**config.mk**
```make
export PLATFORM = sky130hd
export DESIGN_NAME = pidc_csr
export DESIGN_NICKNAME = d
export VERILOG_FILES = /design/src/rtl/core/pidc_pkg.sv /design/src/rtl/core/pidc_csr.sv
export SDC_FILE = /design/constraint.sdc
export NUM_CORES = 1
export LEC_CHECK = 0
export BUFFER_PORTS_ARGS = -buffer_cell sky130_fd_sc_hd__buf_4
export CORE_UTILIZATION = 50
export DETAILED_ROUTE_END_ITERATION = 6
export PLACE_DENSITY = 0.86
export SLEW_MARGIN = 10
export SYNTH_ARGS = -nofsm -noshare
export SYNTH_HDL_FRONTEND = slang
export SYNTH_SLANG_ARGS = --single-unit
export TNS_END_PERCENT = 1
```
**constraint.sdc**
```tcl
create_clock -name clock -period 1.4 [get_ports clock]
set_input_delay 0.07 -clock clock [delete_from_list [all_inputs] [get_ports clock]]
set_output_delay 0.07 -clock clock [all_outputs]
set_load 0.01 [all_outputs]
```
**src/rtl/core/pidc_pkg.sv**
```systemverilog
// ----------------------------------------------------------------------------
// PID controller package
// Widths, configuration and word types, register indexes and command codes
// shared by the PID controller modules.
// ----------------------------------------------------------------------------
package pidc_pkg;

   // Signal and fixed-point format
   localparam int SIGNAL_BITS   = 16;
   localparam int FRACTION_BITS = 16;

   // Fixed register and timestamp widths
   localparam int GAIN_W   = 32;
   localparam int LIMIT_W  = 16;
   localparam int PERIOD_W = 16;
   localparam int TIME_W   = 32;

   // Datapath widths
   localparam int DIFF_W  = SIGNAL_BITS + 1;
   localparam int PROD_W  = GAIN_W + DIFF_W;
   localparam int SUM_W   = PROD_W + 3;
   localparam int INTEG_W = LIMIT_W + FRACTION_BITS;

   // Register port
   localparam int CSR_ADDR_W = 5;
   localparam int CSR_DATA_W = 32;
   localparam int REG_IDX_W  = 3;

   typedef enum logic [REG_IDX_W-1:0] {
      REG_GAIN_P        = 3'd0,
      REG_GAIN_I        = 3'd1,
      REG_GAIN_D        = 3'd2,
      REG_LIMIT_LOW     = 3'd3,
      REG_LIMIT_HIGH    = 3'd4,
      REG_SAMPLE_PERIOD = 3'd5,
      REG_AUTO_MODE     = 3'd6,
      REG_P_ON_MEAS     = 3'd7
   } reg_idx_type;

   // Input word commands
   localparam logic CMD_SAMPLE = 1'b0;
   localparam logic CMD_INIT   = 1'b1;

   typedef struct packed {
      logic signed [GAIN_W-1:0]  gain_p;
      logic signed [GAIN_W-1:0]  gain_i;
      logic signed [GAIN_W-1:0]  gain_d;
      logic signed [LIMIT_W-1:0] limit_low;
      logic signed [LIMIT_W-1:0] limit_high;
      logic [PERIOD_W-1:0]       sample_period;
      logic                      auto_mode;
      logic                      p_on_measurement;
   } cfg_type;

   typedef struct packed {
      logic                          cmd;
      logic [TIME_W-1:0]             now_ms;
      logic signed [SIGNAL_BITS-1:0] measurement;
      logic signed [SIGNAL_BITS-1:0] setpoint;
      logic signed [SIGNAL_BITS-1:0] init_output;
   } req_item_type;

   typedef struct packed {
      logic signed [SIGNAL_BITS-1:0] drive;
      logic                          updated;
   } rsp_item_type;

endpackage

```
**src/rtl/core/pidc_csr.sv**
```systemverilog
// ----------------------------------------------------------------------------
// PID controller register file
// Holds gains, limits, sample period and mode bits behind an APB-style port.
// ----------------------------------------------------------------------------
module pidc_csr import pidc_pkg::*; (
   input  logic                  clock,
   input  logic                  reset,
   input  logic                  psel,
   input  logic                  penable,
   input  logic                  pwrite,
   input  logic [CSR_ADDR_W-1:0] paddr,
   input  logic [CSR_DATA_W-1:0] pwdata,
   output logic [CSR_DATA_W-1:0] prdata,
   output logic                  pready,
   output cfg_type               cfg
);

   cfg_type     cfg_ff;
   cfg_type     cfg_in;
   reg_idx_type reg_idx;
   logic        wr_en;

   assign pready  = 1'b1;
   assign reg_idx = reg_idx_type'(paddr[CSR_ADDR_W-1:2]);
   assign wr_en   = psel && penable && pwrite && pready;

   // Decode a write into the addressed register
   always_comb begin
      cfg_in = cfg_ff;
      if (wr_en) begin
         unique case (reg_idx)
            REG_GAIN_P:        cfg_in.gain_p           = pwdata[GAIN_W-1:0];
            REG_GAIN_I:        cfg_in.gain_i           = pwdata[GAIN_W-1:0];
            REG_GAIN_D:        cfg_in.gain_d           = pwdata[GAIN_W-1:0];
            REG_LIMIT_LOW:     cfg_in.limit_low        = pwdata[LIMIT_W-1:0];
            REG_LIMIT_HIGH:    cfg_in.limit_high       = pwdata[LIMIT_W-1:0];
            REG_SAMPLE_PERIOD: cfg_in.sample_period    = pwdata[PERIOD_W-1:0];
            REG_AUTO_MODE:     cfg_in.auto_mode        = pwdata[0];
            REG_P_ON_MEAS:     cfg_in.p_on_measurement = pwdata[0];
            default:           cfg_in = cfg_ff;
         endcase
      end
   end

   // Hold the register values
   always_ff @(posedge clock) begin
      if (reset) begin
         cfg_ff.gain_p           <= '0;
         cfg_ff.gain_i           <= '0;
         cfg_ff.gain_d           <= '0;
         cfg_ff.limit_low        <= LIMIT_W'(-32768);
         cfg_ff.limit_high       <= LIMIT_W'(32767);
         cfg_ff.sample_period    <= PERIOD_W'(100);
         cfg_ff.auto_mode        <= 1'b0;
         cfg_ff.p_on_measurement <= 1'b0;
      end else begin
         cfg_ff <= cfg_in;
      end
   end

   // Read back the addressed register, zero filled above its width
   always_comb begin
      unique case (reg_idx)
         REG_GAIN_P:        prdata = CSR_DATA_W'(cfg_ff.gain_p);
         REG_GAIN_I:        prdata = CSR_DATA_W'(cfg_ff.gain_i);
         REG_GAIN_D:        prdata = CSR_DATA_W'(cfg_ff.gain_d);
         REG_LIMIT_LOW:     prdata = {{(CSR_DATA_W-LIMIT_W){1'b0}}, cfg_ff.limit_low};
         REG_LIMIT_HIGH:    prdata = {{(CSR_DATA_W-LIMIT_W){1'b0}}, cfg_ff.limit_high};
         REG_SAMPLE_PERIOD: prdata = {{(CSR_DATA_W-PERIOD_W){1'b0}}, cfg_ff.sample_period};
         REG_AUTO_MODE:     prdata = {{(CSR_DATA_W-1){1'b0}}, cfg_ff.auto_mode};
         REG_P_ON_MEAS:     prdata = {{(CSR_DATA_W-1){1'b0}}, cfg_ff.p_on_measurement};
         default:           prdata = '0;
      endcase
   end

   assign cfg = cfg_ff;

endmodule

```
==> results of run 1 <==
[power by group]
part,switching [mW],total [mW],internal (mW),leakage (nW)
logic,0.506,0.918,0.413,2.44
clock network,1.68,4.50,2.81,0.283
registers,0.0285,4.22,4.19,1.19
[metal layers]
metal	wire, um	up-vias	global-route usage, %
met4	1010	0	21.4
met3	2360	97	8.01
met2	11100	509	55.6
met1	8610	3393	42.0
li1	-	3361	-
met5	0	-	0
[Yosys cell counts (all sizes together)]
cell	count	area share [%]
nand3	5	0.39
buf	44	4.0
nand4	1	0.33
nand4b	1	0.37
a32o	1	0.16
or2	1	0.098
nor2b	6	0.59
o22a	4	0.55
o22ai	11	1.1
conb	1	0.059
inv	3	0.18
a211o	1	0.14
o21bai	4	0.47
nor3	21	1.8
clkbuf	23	1.3
mux2i	34	5.3
clkinv	1	0.059
o21ai	4	0.31
dfxtp	146	46
a222oi	3	0.47
nand2	260	15
nor2	77	4.7
o32a	1	0.16
or3	1	0.098
nand2b	2	0.20
a21oi	175	14
a211oi	4	0.47
mux2	8	1.4
and2	1	0.098
a22oi	4	0.47
and4b	1	0.16
[metrics by stage]
stage,power (mW),worst slack (ps)
after global placement,5.09,-6.49
after floorplan,4.68,96.0
after CTS,9.60,-346
after global routing,9.87,-368
final,9.63,-343
after detailed placement,5.10,-14.9
[logic make-up (layout without fill, tap and decap cells)]
| kind of cell | count (synthesis) | count (layout) |
|---|---|---|
| and+or+nand+nor | 377 | 377 |
| DFF | 146 | 146 |
| buffers and inverters | 71 | 336 |
| muxes | 42 | 42 |
| AOI/OAI and AO/OA | 212 | 212 |
| other | 1 | 1 |
[final timing paths]
kind | to | slack [ps] | cells after the start
min reg2reg | cfg[102] | 470 | 2
max | prdata[0] | -340 | 4
max reg2reg | cfg[70] | 600 | 2
min | cfg[115] | 120 | 2
[critical path, delay by kind of cell (launching register included)]
family                 cells  cell delay (ps)
AOI/OAI and AO/OA          2              540
buffers and inverters      1              150
DFF                        1              310
muxes                      1              260
[cell type report]
cell class / count / area, um^2 / area share (%)
flip-flops and latches: 146 / 2980 / 31.4
clock inverters: 5 / 77.6 / 0.818
multi-input cells: 632 / 3210 / 33.9
repair buffers: 304 / 2500 / 26.3
inverters: 4 / 15.0 / 0.158
clock buffers: 23 / 498 / 5.25
well taps: 168 / 210 / 2.22
[timing repair]
action	CTS	global route
buffers inserted	0	0
hold buffers	32	0
endpoints found under the setup margin	16	30
gates resized for setup	31	30
endpoints found under the hold margin	144	0
pin swaps	19	2
==> results.tsv, run 1 <==
metric	value	unit
outcome	finished, violations left	
failed_checks	setup timing	
wirelength	23100	um
synthMuxAreaShare	6.72	%
worst_slew_pin_slew	513	ps
ys_ff_latch	146	
cts.clk_slew.worst_paths	60	ps
place_congestion	0.880	
placementRows	40	
vias	7360	
power_density	1020	mW/mm^2
hold_viol_final	0	
critPathLaunchType	flop	
hp-start	reset	
whs	120	ps
p_leak	3.92	nW
fill_cells	791	
tns	-1560	ps
die_area	0.0133	mm^2
grt_pass1_vias	6770	
root_buffer	clkbuf_16	
synth_xor_area_share	0	%
die_x	115	um
stdcell_count	1282	
synth_adder_area_share	0	%
overflow	0	
hold_class	input pin to flop	
path_class	flop to output port	
synth_compound_area_share	17.9	%
cts_buffers	17	
syn_area_per_cell	7.54	um^2
synthesis.area	0.00640	mm^2
slowest_delay	310	ps
cts.sinks	146	
fin_crit_sh	125	%
grt_max_degree	43	
cp.arrival	1670	ps
nNetsFinal	1147	
tritoncts	done	
diodes	0	
synth_cell_type_count	37	
insertion_delay	420	ps
io_buffers	217	
antenna_found_initial	0	
finalCriticalPeriod	1740	ps
timing.fmax	574	MHz
yosysSeqAreaShare	45.7	%
synth_top_family_by_area	simple AND/OR/NAND/NOR gates	
crit_path_end_kind	output port	
path_cells	mux2_4, a32o_1, o32a_1, buf_4	
drc	0	
finalCoreUtilization	77.4	%
syn2layout_area_growth	48.2	%
viasPerCell	5.74	
core	0.0123	mm^2
synth_cells	849	
critPathRequiredTime	1330	ps
ir_drop	0.000882	V
place_area	0.00846	mm^2
grt_pass1_wl	35100	um
worst_clock_skew	0	ps
synth_fp_nets	891	
die_h	115	um
design_area	0.00949	mm^2
cts_buffer_depth	2	
first_iter_violations	816	
cp_max_fo	2	
ant_nets	0	
htree_levels	4	
crit_slowest_cell	dfxtp_1	
ys_warn_count	0	
largest_reg_flops	146	
finalWorstSetupSlack	-343	ps
grt_setup_unrepaired	yes	
yosys.area_share.simple	24.1	%
drive_gt1_share	33.1	%
track_usage	34.6	%
final_cell_mix	nand2_1, buf_4, a21oi_1	
dp_hpwl	15200	um
num_io_pins	221	
crit_path_start	cfg[1]	
r2r_start	cfg[70]	
wl_per_cell	18.0	um
layout_commonest_cell	nand2_1	
placed_cells	1222	
cap_violations	0	
drv_slew	0	
initial_core_util	52.2	%
finalSetupViolCount	13	
first_pass_iters	5	
slew_headroom	65.8	%
(Power assumes the default switching activity.)
==> run 2, diff against run 1 <==
--- a/config.mk
+++ b/config.mk
@@ -9,6 +9,7 @@
 export CORE_UTILIZATION = 50
 export DETAILED_ROUTE_END_ITERATION = 6
 export PLACE_DENSITY = 0.86
+export REMOVE_ABC_BUFFERS = 1
 export SLEW_MARGIN = 10
 export SYNTH_ARGS = -nofsm -noshare
 export SYNTH_HDL_FRONTEND = slang
==> run 2 against run 1 <==
  * The run ends with DRC, setup timing left
  * Critical path depth is the same
  * Routed wire length grew 1.6%
  * Worst hold slack gained 27 ps
  * Clock skew is the same
==> results.tsv, run 2 (synthesized netlist as in run 1, its figures left out) <==
metric	value	unit
regArea	0.00296	mm^2
slowest_delay	320	ps
final_cell_mix	buf_4, nand2_1, a21oi_1	
dp_slack	-68.8	ps
holdPathEnd	cfg[22]	
worst_clock_skew	0	ps
ir_drop	0.000806	V
p_int	7.68	mW
num_io_pins	221	
outcome	finished, violations left	
grt_setup_unrepaired	yes	
rrSetupSlack	500	ps
r2r-end	cfg[0]	
htree_levels	4	
grt_pass1_wl	35200	um
hp-start	penable	
place_congestion	0.891	
placementRows	40	
swShare	24.0	%
overflow	0	
timing.fmax	581	MHz
nNetsFinal	1154	
first_iter_violations	823	
diodes	0	
multiInputGateArea	0.00318	mm^2
die_area	0.0133	mm^2
antenna_found_initial	0	
comb_power_share	9.1	%
worstHoldPathCells	5	
vias	7438	
grt_pass1_vias	6735	
tritoncts	done	
root_buffer	clkbuf_16	
critPathLaunchType	flop	
cts_buffers	17	
finalWorstSetupSlack	-322	ps
power	10.1	mW
crit_slowest_cell	dfxtp_1	
grt_max_degree	49	
initial_core_util	52.2	%
critPathRequiredTime	1330	ps
finalCoreUtilization	78.0	%
failed_checks	DRC, setup timing	
hold_viol_final	0	
layout_commonest_cell	buf_4	
io_buffers	217	
wl_per_cell	18.1	um
largest_reg_flops	146	
cp.arrival	1650	ps
drv_slew	0	
place_area	0.00847	mm^2
fin_crit_sh	123	%
drc	2	
clkPwrFrac	49.1	%
hold_class	input pin to flop	
finalSetupViolCount	15	
die_x	115	um
core	0.0123	mm^2
ant_nets	0	
wirelength	23400	um
cts.sinks	146	
die_h	115	um
design_area	0.00956	mm^2
p_leak	3.96	nW
ff2ff_path_depth	4	
cp_max_fo	2	
path_cells	mux2_4, a32o_1, o32a_1, buf_6	
cap_violations	0	
power_frac_seq	41.7	%
track_usage	34.6	%
cts.clk_slew.worst_paths	60	ps
power_density	1060	mW/mm^2
syn2layout_area_growth	49.4	%
r2r_start	cfg[0]	
crit_path_end_kind	output port	
viasPerCell	5.75	
fill_cells	854	
insertion_delay	410	ps
first_pass_iters	7	
path_class	flop to output port	
dp_hpwl	14900	um
switchingPower	2.42	mW
drive_gt1_share	32.3	%
finalCriticalPeriod	1720	ps
cts_buffer_depth	2	
[run 2: cell types whose count changed in the layout (fill, tap and decap cells not counted), moves of 4 or more]
cell,previous run,this run
clkbuf_8,5,1
dfxtp_1,103,114
clkinv_4,0,4
buf_4,259,265
dfxtp_2,43,32
[run 2: worst max-delay path by stage]
| stage | start | end | slack [ps] | cells past startpoint |
|---|---|---|---|---|
| after CTS | cfg[1] | prdata[0] | -320 | 4 |
| after detailed placement | paddr[2] | prdata[25] | -70 | 8 |
| final | cfg[1] | prdata[0] | -320 | 4 |
| after floorplan | paddr[3] | cfg[22] | -370 | 4 |
| after global routing | cfg[1] | prdata[0] | -350 | 4 |
| after global placement | paddr[2] | prdata[0] | -30 | 5 |
[run 2: power by group through the flow]
stage	registers, mW	logic, mW	clock network (mW)
final	4.21	0.924	4.96
after global routing	4.21	0.972	5.12
after CTS	4.21	0.886	4.94
after detailed placement	4.30	0.794	0
after global placement	4.30	0.783	0
after floorplan	4.31	0.220	0
[run 2: per-stage QoR]
stage,hold WS [ps],TNS [ps],cells
after floorplan,139,-14980,782
after CTS,136,-1570,1293
after detailed placement,338,-364,1227
final,147,-1760,1293
after global routing,176,-2840,1293
after global placement,331,-34.2,1227
[run 2: layer usage]
layer	vias up	track usage, %	wire (um)
met3	74	7.75	2390
met1	3511	41.4	8740
met2	483	59.2	11600
li1	3370	-	-
met4	0	16.5	710
met5	-	0	0
[run 2: what timing repair did]
action,CTS,global route
hold endpoints to repair,143,0
hold buffers,33,0
pin swaps,14,6
setup buffers,1,0
setup endpoints to repair,27,31
resized for setup,20,29
[run 2: layout make-up]
class / count / share of cell area, %
Clock inverter: 13 / 2.09
Tap cell: 168 / 2.20
Multi-Input combinational cell: 632 / 33.3
Inverter: 4 / 0.157
Clock buffer: 19 / 4.63
Timing Repair Buffer: 311 / 26.6
Sequential cell: 146 / 31.0
[run 2: critical path: cells and delay by family (launching register included)]
family	cells	cell delay [ps]
AOI/OAI and AO/OA	2	530
buffers and inverters	1	130
DFF	1	320
muxes	1	270
==> run 3, diff against run 2 <==
--- a/config.mk
+++ b/config.mk
@@ -10,7 +10,7 @@
 export DETAILED_ROUTE_END_ITERATION = 6
 export PLACE_DENSITY = 0.86
 export REMOVE_ABC_BUFFERS = 1
-export SLEW_MARGIN = 10
+export SETUP_SLACK_MARGIN = 0.05
 export SYNTH_ARGS = -nofsm -noshare
 export SYNTH_HDL_FRONTEND = slang
 export SYNTH_SLANG_ARGS = --single-unit
==> run 3 against run 2 <==
  * The flow finishes with violations (setup timing)
  * Highest routed layer unchanged
  * Largest power group unchanged
  * Sequential cell count stayed put
  * Total power hardly changed
  * Clock-buffer cell count stayed put
==> results.tsv, run 3 (synthesized netlist as in run 1, its figures left out) <==
metric	value	unit
placementRows	40	
placed_cells	1227	
core	0.0123	mm^2
timing.fmax	576	MHz
critPathLaunchType	flop	
crit_path_end_kind	output port	
die_area	0.0133	mm^2
cap_violations	0	
tns	-1770	ps
worst_clock_skew	0	ps
diodes	0	
swShare	23.9	%
outcome	finished, violations left	
cts_buffers	17	
grt_pass1_wl	35300	um
critPathRequiredTime	1330	ps
drc	0	
switchingPower	2.42	mW
dp_slack	-68.8	ps
ir_drop	0.000799	V
comb_power_share	9.2	%
final_cell_mix	buf_4, nand2_1, a21oi_1	
finalCriticalPeriod	1740	ps
finalWorstSetupSlack	-335	ps
io_buffers	217	
drive_gt1_share	33.3	%
place_congestion	0.891	
htree_levels	4	
p_int	7.68	mW
path_cells	mux2_4, a32o_1, o32a_1, buf_6	
overflow	0	
path_class	flop to output port	
crit_family	compound AO/OA/AOI/OAI gates	
cts_buffer_depth	2	
first_iter_violations	876	
nNetsFinal	1154	
antenna_found_initial	0	
track_usage	34.8	%
cp.arrival	1670	ps
syn2layout_area_growth	49.8	%
cts.sinks	146	
die_h	115	um
wirelength	23400	um
hold_viol_final	0	
clkPwrFrac	49.1	%
hold_class	input pin to flop	
vias	7387	
wl_per_cell	18.1	um
crit_slowest_cell	dfxtp_1	
ant_nets	0	
root_buffer	clkbuf_16	
drv_slew	0	
insertion_delay	420	ps
grt_setup_unrepaired	yes	
layout_commonest_cell	buf_4	
p_leak	3.97	nW
cts.clk_slew.worst_paths	60	ps
die_x	115	um
power_density	1050	mW/mm^2
power_frac_seq	41.7	%
grt_pass1_vias	6758	
grt_max_degree	49	
stdcell_count	1293	
fin_crit_sh	124	%
failed_checks	setup timing	
largest_reg_flops	146	
path_buf_inv	1	
first_pass_iters	6	
num_io_pins	221	
tritoncts	done	
initial_core_util	52.2	%
dp_hpwl	14900	um
cp_max_fo	2	
viasPerCell	5.71	
finalSetupViolCount	15	
slowest_delay	320	ps
whs	143	ps
## run 3: cell types whose count changed in the layout (fill, tap and decap cells not counted)
cell / before / now
buf_4: 265 / 264
dfxtp_1: 114 / 104
dfxtp_2: 32 / 42
a21oi_2: 2 / 4
a21oi_1: 173 / 171
buf_6: 3 / 4
## run 3: what timing repair did
action / 4_1_cts / 5_1_grt
gates resized for setup: 31 / 31
endpoints found under the hold margin: 143 / 0
hold buffers: 33 / 0
setup buffers: 1 / 0
pin swaps: 20 / 4
setup endpoints to repair: 30 / 32
cloned: 0 / 0
## run 3: final timing paths
check	startpoint	to	slack [ps]	depth (start not counted)
worst max-delay path	cfg[1]	prdata[0]	-340	4
worst min-delay path	penable	cfg[22]	140	5
worst max register to register	cfg[0]	cfg[0]	510	4
worst min register to register	cfg[97]	cfg[97]	460	2
## run 3: power by group through the flow
stage	clock network (mW)	registers [mW]	logic (mW)
3_5_place_dp	0	4.30	0.794
2_1_floorplan	0	4.31	0.220
6_report	4.96	4.21	0.925
4_1_cts	4.94	4.21	0.890
5_1_grt	5.11	4.21	0.976
3_3_place_gp	0	4.30	0.783
## run 3: final cells by class
cell class	instances	area, um^2
Clock buffer	19	443
Clock inverter	13	200
Fill cell	850	2670
Inverter	4	15.0
Multi-Input combinational cell	632	3190
Sequential cell	146	2980
Tap cell	168	210
Timing Repair Buffer	311	2550
## run 3: metrics by stage
stage | utilization (%) | total power, mW | area (um^2)
floorplan | - | 4.53 | 6060
global placement | 69.1 | 5.08 | 8470
detailed placement | 69.1 | 5.10 | 8470
CTS | 77.6 | 10.0 | 9520
global route | 78.2 | 10.3 | 9590
finish | 78.2 | 10.1 | 9590
## run 3: layer usage
| metal | GRT usage [%] | wire, um | vias to the layer above | share of wire, % |
|---|---|---|---|---|
| li1 | - | - | 3364 | - |
| met1 | 41.4 | 8840 | 3477 | 38 |
| met2 | 59.6 | 11700 | 475 | 50 |
| met3 | 7.80 | 2170 | 71 | 9.3 |
| met4 | 16.4 | 665 | 0 | 2.8 |
| met5 | 0 | 0 | - | 0 |
## run 3: worst min-delay path: stages
cell and delay (ps):
buf_4 140, nand4b_4 90, nor2_2 60, nor2_1 80
a211o_1 100
